===== src/hw/rtl/brsa_pkg.sv =====
package brsa_pkg;

  // Array geometry
  localparam int CAPACITY  = 1024;
  localparam int WORD_BITS = 64;
  localparam int NUM_WORDS = CAPACITY / WORD_BITS;
  localparam int ELEM_W    = 32;
  localparam int IDX_W     = 10;
  localparam int CNT_W     = 11;
  localparam int WSEL_W    = 4;
  localparam int BSEL_W    = 6;
  localparam int POS_W     = CNT_W + 1;
  localparam int PCNT_W    = BSEL_W + 1;

  // Request commands
  typedef logic [1:0] cmd_t;
  localparam cmd_t CMD_CLEAR  = 2'd0;
  localparam cmd_t CMD_APPEND = 2'd1;
  localparam cmd_t CMD_GET    = 2'd2;

  // Result status codes
  typedef logic [1:0] status_t;
  localparam status_t STAT_OK    = 2'd0;
  localparam status_t STAT_RANGE = 2'd1;
  localparam status_t STAT_ORDER = 2'd2;

  localparam logic [CNT_W-1:0] CAP_RESET = CNT_W'(CAPACITY);

  // Controller to datapath
  typedef struct packed {
    logic latch;   // capture the accepted request
    logic eval;    // capture result fields of the held request
    logic clear;   // start a new array
    logic append;  // commit the held append
    logic read;    // read the element store at the rank position
    logic load;    // move the result into the output register
  } ctl_cmd_t;

  // Datapath to controller
  typedef struct packed {
    logic clr_req;
    logic app_ok;
    logic rd_hit;
  } dp_stat_t;

endpackage


===== src/hw/rtl/brsa_ctrl.sv =====
module brsa_ctrl (
  input  logic                clk,
  input  logic                rst_n,
  input  logic                in_valid,
  output logic                in_ready,
  output logic                out_valid,
  input  logic                out_ready,
  input  brsa_pkg::dp_stat_t  stat,
  output brsa_pkg::ctl_cmd_t  cmd
);

  typedef enum logic [1:0] {
    ST_IDLE,
    ST_EVAL,
    ST_RESULT
  } state_t;

  state_t state_r, state_nxt;
  logic   out_valid_r, out_valid_nxt;
  logic   slot_free;

  assign in_ready  = (state_r == ST_IDLE);
  assign out_valid = out_valid_r;
  assign slot_free = !out_valid_r || out_ready;

  // Decode commands from state and datapath status
  always_comb begin
    cmd        = '0;
    cmd.latch  = (state_r == ST_IDLE) && in_valid;
    cmd.eval   = (state_r == ST_EVAL);
    cmd.clear  = (state_r == ST_EVAL) && stat.clr_req;
    cmd.append = (state_r == ST_EVAL) && stat.app_ok;
    cmd.read   = (state_r == ST_EVAL) && stat.rd_hit;
    cmd.load   = (state_r == ST_RESULT) && slot_free;
  end

  // Next state and output valid
  always_comb begin
    state_nxt     = state_r;
    out_valid_nxt = out_valid_r;
    if (out_valid_r && out_ready) begin
      out_valid_nxt = 1'b0;
    end
    unique case (state_r)
      ST_IDLE: begin
        if (in_valid) begin
          state_nxt = ST_EVAL;
        end
      end
      ST_EVAL: begin
        state_nxt = ST_RESULT;
      end
      ST_RESULT: begin
        if (slot_free) begin
          out_valid_nxt = 1'b1;
          state_nxt     = ST_IDLE;
        end
      end
      default: begin
        state_nxt = ST_IDLE;
      end
    endcase
  end

  // Hold state and registered outputs
  always_ff @(posedge clk) begin
    if (!rst_n) begin
      state_r     <= ST_IDLE;
      out_valid_r <= 1'b0;
    end else begin
      state_r     <= state_nxt;
      out_valid_r <= out_valid_nxt;
    end
  end

  a_accept_then_eval: assert property (@(posedge clk) disable iff (!rst_n)
    (in_valid && in_ready) |=> cmd.eval)
    else $error("accepted request not evaluated next cycle");

  a_load_needs_slot: assert property (@(posedge clk) disable iff (!rst_n)
    cmd.load |-> slot_free)
    else $error("result loaded over a waiting result");

  a_single_update: assert property (@(posedge clk) disable iff (!rst_n)
    $countones({cmd.clear, cmd.append, cmd.read}) <= 1)
    else $error("more than one state update in one cycle");

endmodule


===== config.mk =====
export PLATFORM = sky130hd
export DESIGN_NAME = brsa_ctrl
export DESIGN_NICKNAME = d
export VERILOG_FILES = /design/src/hw/rtl/brsa_pkg.sv /design/src/hw/rtl/brsa_ctrl.sv
export SDC_FILE = /design/constraint.sdc
export NUM_CORES = 1
export LEC_CHECK = 0
export BUFFER_PORTS_ARGS = -buffer_cell sky130_fd_sc_hd__buf_4
export CELL_PAD_IN_SITES_DETAIL_PLACEMENT = 0
export CELL_PAD_IN_SITES_GLOBAL_PLACEMENT = 2
export CORE_AREA = 2 2 39 41
export DETAILED_ROUTE_END_ITERATION = 6
export DIE_AREA = 0 0 41 43
export GPL_ROUTABILITY_DRIVEN = 0
export PLACE_DENSITY = 0.52
export SYNTH_ARGS = -nofsm -noshare
export SYNTH_HDL_FRONTEND = slang
export SYNTH_SLANG_ARGS = --single-unit

===== constraint.sdc =====
create_clock -name clk -period 1.3 [get_ports clk]
set_input_delay 0.13 -clock clk [delete_from_list [all_inputs] [get_ports clk]]
set_output_delay 0.13 -clock clk [all_outputs]
set_load 0.01 [all_outputs]

==> impl_summary.txt, run 1 <==
----------------------------------------------------
[Critical path]
  CP max stage delay ... 390 ps
  Cell breakdown of the critical path ... nor2b_4, and2_1, buf_4
  Critical-path top delay cell ... sky130_fd_sc_hd__dfxtp_1
  Critical path endpoint category ... output port
  Kind of critical path ... reg2out
  Crit start category ... flop
  Reg-to-reg critical path startpoint ... state_r[0]
  Register-to-Register Setup Slack ... 440 ps
  Maximum fanout encountered on the critical timing path ... 5
  Depth of the most critical reg-to-reg path ... 2
  Reg2Reg Capture Point ... state_r[1]
  Critical path required time ... 1170 ps
  Bufs and invs on worst path ... 1
  Data arrival at the endpoint of the critical path ... 1070 ps
  Dominant delay contributor by cell family on the critical path ... flip-flops

[Die]
  Die X-Extent ... 41 um
  DIE AREA ... 1760 sq um
  Row count ... 14
  Placeable Area ... 1380 sq um
  Initial Utilization ... 0.117
  Top Ports ... 15
  Die H ... 43 um

[Timing]
  Tightest slew margin relative to the limit ... 0.839
  Final Worst Setup Slack ... 103 ps
  Endpoints failing hold ... 0
  Share of the clock period used by the worst path ... 0.921
  Fin Hold WS ... 122 ps
  Transition time at the pin with the least slew margin ... 242 ps
  Final critical-path required period ... 1200 ps
  Pins Over Slew Limit ... 0
  Total of endpoints with negative setup slack in the final report ... 0
  Fmax achieved ... 835 MHz
  Unrepaired setup endpoints after global routing ... no
  Setup Skew ... 4.56 ps
  Fin Setup TNS ... 0 ps

[CTS]
  CTS H-tree depth ... 1
  Register clock-pin slew on the reported worst setup and hold paths ... 40 ps
  Clock insertion delay at the later pin of the skew report ... 230 ps
  Largest buffer count on any clock path ... 2
  Setup bufs post-CTS ... 0
  TritonCTS clock tree ... yes
  Cells resized by post-CTS repair ... 0
  Clock root buffer master ... sky130_fd_sc_hd__clkbuf_4
  Clock sink total ... 3
  Inserted Clock Buffers ... 3
  Hold_buf cts ... 0

[Finish]
  Fraction of final layout cells with drive strength greater than 1 ... 0.559
  Area overhead of the layout relative to synthesis ... 93.8%
  Antenna cells ... 0
  Filler cell count ... 161
  Final design utilization ... 0.226
  Final net count ... 42
  Area of all placed cells without fillers ... 313 sq um
  Number of standard cells in the final layout excluding fillers ... 50

[Detailed routing]
  Routed vias ... 177
  ANT nets after route ... 0
  Wirelength, routed ... 437 um
  First-pass detailed-route iteration total ... 4
  Detail-routed net length per standard cell ... 8.74 um
  Post-route DRC violation count ... 0
  Iter 0 DRT Violations ... 1
  Routed vias/inst ... 3.54

[Place]
  Number of placed cells counting well taps ... 46
  Worst Setup Slack post-DPL ... 328 ps
  Number of I/O port buffers ... 14
  Cell area reported after detailed placement ... 287 sq um
  Dpl hpwl ... 353 um

[Power and ir drop]
  Leakage power of the design ... 0.150 nW
  P per Cell Area ... 1040 nW/um^2
  Post-route total power ... 0.325 mW
  Largest vdd supply drop ... 262 uV

[Outcome]
  Status ... finished, final reports clean

[Logic synthesis]
  Synth Instances ... 16
  Average size of a mapped cell ... 10.1 sq um
  Number of storage elements in the synthesis netlist ... 3
  Fraction of synthesized cell area taken by the top area cell type ... 0.372
  Netlist Area Pre-Place ... 161 sq um
  Distinct cells, synth ... 10
  Warning count from the yosys run ... 0
  Leading area contributor after synthesis ... sky130_fd_sc_hd__dfxtp_1
  Seq/Total Area, Yosys ... 0.372
  Leading cell types by total area after synthesis ... sky130_fd_sc_hd__dfxtp_1 (37%), sky130_fd_sc_hd__and2_1 (16%), sky130_fd_sc_hd__nor2b_4 (8.5%)
  Number of nets in the synthesized netlist ... 23

[Global routing]
  Number of antenna violations at the first check in global routing ... 0
  Grt ovf ... 0
  Pin count of the biggest net entering global routing ... 6
  First-pass GRT wire length ... 558 um
  GRT Overall Usage ... 0.0532
  Vias in the first global route ... 146

[Min path]
  Worst Hold Path EP ... state_r[1]
  Hold path start ... rst_n
  Number of cells traversed by the worst hold path ... 2
  Hold/Removal Path Class ... in2reg

[Run]
  Number of violations of the max-capacitance limit ... 0

----------------------------------------------------
==> area by class of cell <==
type | instances | area (sq um) | share of cell area
timing repair buffer | 14 | 105 | 0.336
tap | 16 | 20.0 | 0.0640
multi-input combinational | 13 | 101 | 0.324
clock buffer | 4 | 26.3 | 0.0840
sequential | 3 | 60.1 | 0.192
==> worst register-to-register path, cell delays in order (launching register included) <==
cell,delay (ps)
sky130_fd_sc_hd__dfxtp_1,390
sky130_fd_sc_hd__and4bb_1,200
sky130_fd_sc_hd__o21a_1,160
==> cells in the final DEF (no fill, tap or decap), drive strengths merged <==
cell type | synthesis | routed
a21boi | 1 | 1
nor3b | 1 | 1
nand2b | 2 | 2
dfxtp | 3 | 3
nor2b | 2 | 2
o21a | 1 | 1
buf | 0 | 14
and2 | 4 | 4
and4bb | 1 | 1
clkbuf | 0 | 4
nor2 | 1 | 1
==> worst max path at each step <==
stage               endpoint  slack (ps)        from  cells past startpoint
finish                cmd[2]         100  state_r[0]                      3
global route          cmd[1]           1  state_r[0]                      3
CTS                   cmd[2]          70  state_r[0]                      3
detailed placement    cmd[2]         330  state_r[0]                      3
global placement      cmd[3]         330  state_r[0]                      3
floorplan             cmd[1]         420  state_r[0]                      2
==> Yosys cell counts <==
cell type / n
sky130_fd_sc_hd__and2_1: 4
sky130_fd_sc_hd__dfxtp_1: 3
sky130_fd_sc_hd__nand2b_1: 2
sky130_fd_sc_hd__a21boi_1: 1
sky130_fd_sc_hd__and4bb_1: 1
sky130_fd_sc_hd__nor2_1: 1
sky130_fd_sc_hd__nor2b_1: 1
sky130_fd_sc_hd__nor2b_4: 1
sky130_fd_sc_hd__nor3b_2: 1
sky130_fd_sc_hd__o21a_1: 1
==> flip-flops by register name, indices dropped and copies added, names as in the netlist <==
name       cells
out_valid      1
state_r        2
==> power breakdown <==
| group | switching [mW] | internal [mW] | total, mW | leakage, nW |
|---|---|---|---|---|
| clock | 0.0479 | 0.115 | 0.163 | 0.0150 |
| sequential | 0.00561 | 0.0969 | 0.103 | 0.0246 |
| combinational | 0.0208 | 0.0388 | 0.0597 | 0.110 |
==> per-layer routing <==
layer	wire [um]	vias to the layer above	global-route usage
met5	0	-	0
met1	178	72	0.0545
met2	165	15	0.0656
met4	0	0	0.0600
met3	93	0	0.0314
li1	-	90	-
==> cell families (layout without fill, tap and decap cells) <==
family / Yosys count / after routing / synth area share
AOI/OAI and AO/OA: 2 / 2 / 0.0931
DFF: 3 / 3 / 0.372
and+or+nand+nor: 11 / 11 / 0.535
buffers and inverters: 0 / 18 / 0
Power figures use the tool's default switching activity.
==> inputs of run 2 (changes only) <==
==> constraint.sdc (replaced) <==
create_clock -name clk -period 1.24 [get_ports clk]
set_input_delay 0.124 -clock clk [delete_from_list [all_inputs] [get_ports clk]]
set_output_delay 0.124 -clock clk [all_outputs]
set_load 0.01 [all_outputs]
==> impl_summary.txt, run 2 (synthesis gave the netlist of run 1 again) <==
----------------------------------------------------
[Timing]
  Final critical-path required period ... 1160 ps
  Fmax achieved ... 858 MHz
  Transition time at the pin with the least slew margin ... 242 ps (unchanged)
  Unrepaired setup endpoints after global routing ... no
  Share of the clock period used by the worst path ... 0.939
  Fin Hold WS ... 116 ps (-6.00 ps)
  Total of endpoints with negative setup slack in the final report ... 0 (unchanged)
  Setup Skew ... 4.56 ps (unchanged)
  Endpoints failing hold ... 0 (unchanged)
  Fin Setup TNS ... 0 ps (unchanged)
  Tightest slew margin relative to the limit ... 0.839 (unchanged)
  Pins Over Slew Limit ... 0 (unchanged)

[Finish]
  Final design utilization ... 0.227 (+0.000904)
  Top register by number of flip-flops ... state_r
  Most common cell after layout, fill and taps aside ... sky130_fd_sc_hd__buf_4
  Filler cell count ... 162 (+0.62%)
  Antenna cells ... 0 (unchanged)
  Final net count ... 42 (unchanged)
  Number of flip-flops in the largest register ... 2 (unchanged)
  Area overhead of the layout relative to synthesis ... 94.6%
  Fraction of final layout cells with drive strength greater than 1 ... 0.588 (+0.0294)
  Highest-count cells in the layout ignoring fill and taps ... sky130_fd_sc_hd__buf_4 (14), sky130_fd_sc_hd__and2_1 (4), sky130_fd_sc_hd__clkbuf_4 (3), sky130_fd_sc_hd__nand2b_1 (2), sky130_fd_sc_hd__dfxtp_1 (2)

[CTS]
  CTS H-tree depth ... 1 (unchanged)
  Cells resized by post-CTS repair ... 0 (unchanged)
  Largest buffer count on any clock path ... 2 (unchanged)
  Hold_buf cts ... 0 (unchanged)
  Clock root buffer master ... sky130_fd_sc_hd__clkbuf_4
  Clock insertion delay at the later pin of the skew report ... 230 ps (about the same)
  Inserted Clock Buffers ... 3 (unchanged)
  Setup bufs post-CTS ... 0 (unchanged)
  Clock sink total ... 3 (unchanged)
  Register clock-pin slew on the reported worst setup and hold paths ... 30 ps (about the same)
  TritonCTS clock tree ... yes

[Critical path]
  Critical path endpoint category ... output port
  Crit start category ... flop
  Kind of critical path ... reg2out
  Maximum fanout encountered on the critical timing path ... 5 (unchanged)
  Critical path required time ... 1120 ps (-50 ps)
  Data arrival at the endpoint of the critical path ... 1040 ps (-30 ps)

[Detailed routing]
  Iter 0 DRT Violations ... 1 (unchanged)
  Routed vias ... 177 (unchanged)
  Detail-routed net length per standard cell ... 8.74 um (unchanged)
  Wirelength, routed ... 437 um (unchanged)
  Post-route DRC violation count ... 0 (unchanged)
  Routed vias/inst ... 3.54 (unchanged)
  ANT nets after route ... 0 (unchanged)
  First-pass detailed-route iteration total ... 4 (unchanged)

[Outcome]
  Status ... finished, final reports clean

[Die]
  Top Ports ... 15 (unchanged)
  Die H ... 43 um (unchanged)
  Die X-Extent ... 41 um (unchanged)
  Placeable Area ... 1380 sq um (unchanged)
  DIE AREA ... 1760 sq um (unchanged)
  Row count ... 14 (unchanged)
  Initial Utilization ... 0.117 (unchanged)

[Global routing]
  Pin count of the biggest net entering global routing ... 6 (unchanged)
  GRT Overall Usage ... 0.0532 (unchanged)
  First-pass GRT wire length ... 558 um (unchanged)
  Vias in the first global route ... 146 (unchanged)
  Number of antenna violations at the first check in global routing ... 0 (unchanged)
  Grt ovf ... 0 (unchanged)

[Place]
  Dpl hpwl ... 353 um (unchanged)
  Number of I/O port buffers ... 14 (unchanged)

[Power and ir drop]
  Post-route total power ... 0.341 mW (+5.0%)
  Leakage power of the design ... 0.150 nW (+0.22%)
  Largest vdd supply drop ... 275 uV (+5.3%)
  P per Cell Area ... 1090 nW/um^2 (+4.6%)

[Run]
  Number of violations of the max-capacitance limit ... 0 (unchanged)

[Min path]
  Hold/Removal Path Class ... in2reg

----------------------------------------------------
==> run 2: metal layers <==
layer | vias up | GRT usage | share of wire
li1 | 90 | - | -
met1 | 72 | 0.0545 | 0.41
met2 | 15 | 0.0656 | 0.38
met3 | 0 | 0.0314 | 0.21
met4 | 0 | 0.0600 | 0
met5 | - | 0 | 0
==> run 2: area by class of cell <==
cell class / count / area, sq um / share of cell area
timing repair buffer: 14 / 105 / 0.335
multi-input combinational: 13 / 101 / 0.323
sequential: 3 / 61.3 / 0.195
clock buffer: 4 / 26.3 / 0.0837
tap: 16 / 20.0 / 0.0637
==> run 2: through the flow <==
stage	area (sq um)	setup slack, ps	instances
final	314	75.1	50
after CTS	313	21.0	50
after floorplan	161	368	16
after global routing	314	7.70	50
after global placement	287	275	46
after detailed placement	287	274	46
==> run 2: worst max-delay path, cell delays in order, from the launching register on <==
cell and delay [ps]:
sky130_fd_sc_hd__dfxtp_1 440, sky130_fd_sc_hd__nor2b_4 80, sky130_fd_sc_hd__and2_1 160, sky130_fd_sc_hd__buf_4 140
==> run 2: final timing paths <==
kind                            cells past startpoint  slack (ps)       start    endpoint
worst min-delay path                                2         120       rst_n  state_r[1]
worst max register to register                      2         380  state_r[1]  state_r[1]
worst max-delay path                                3          80  state_r[1]      cmd[2]
worst min register to register                      2         510   out_valid   out_valid
==> run 2: report_power, final <==
part	total (mW)	switching (mW)	internal, mW
Combinational	0.0626	0.0218	0.0407
Clock	0.171	0.0503	0.121
Sequential	0.108	0.00588	0.102
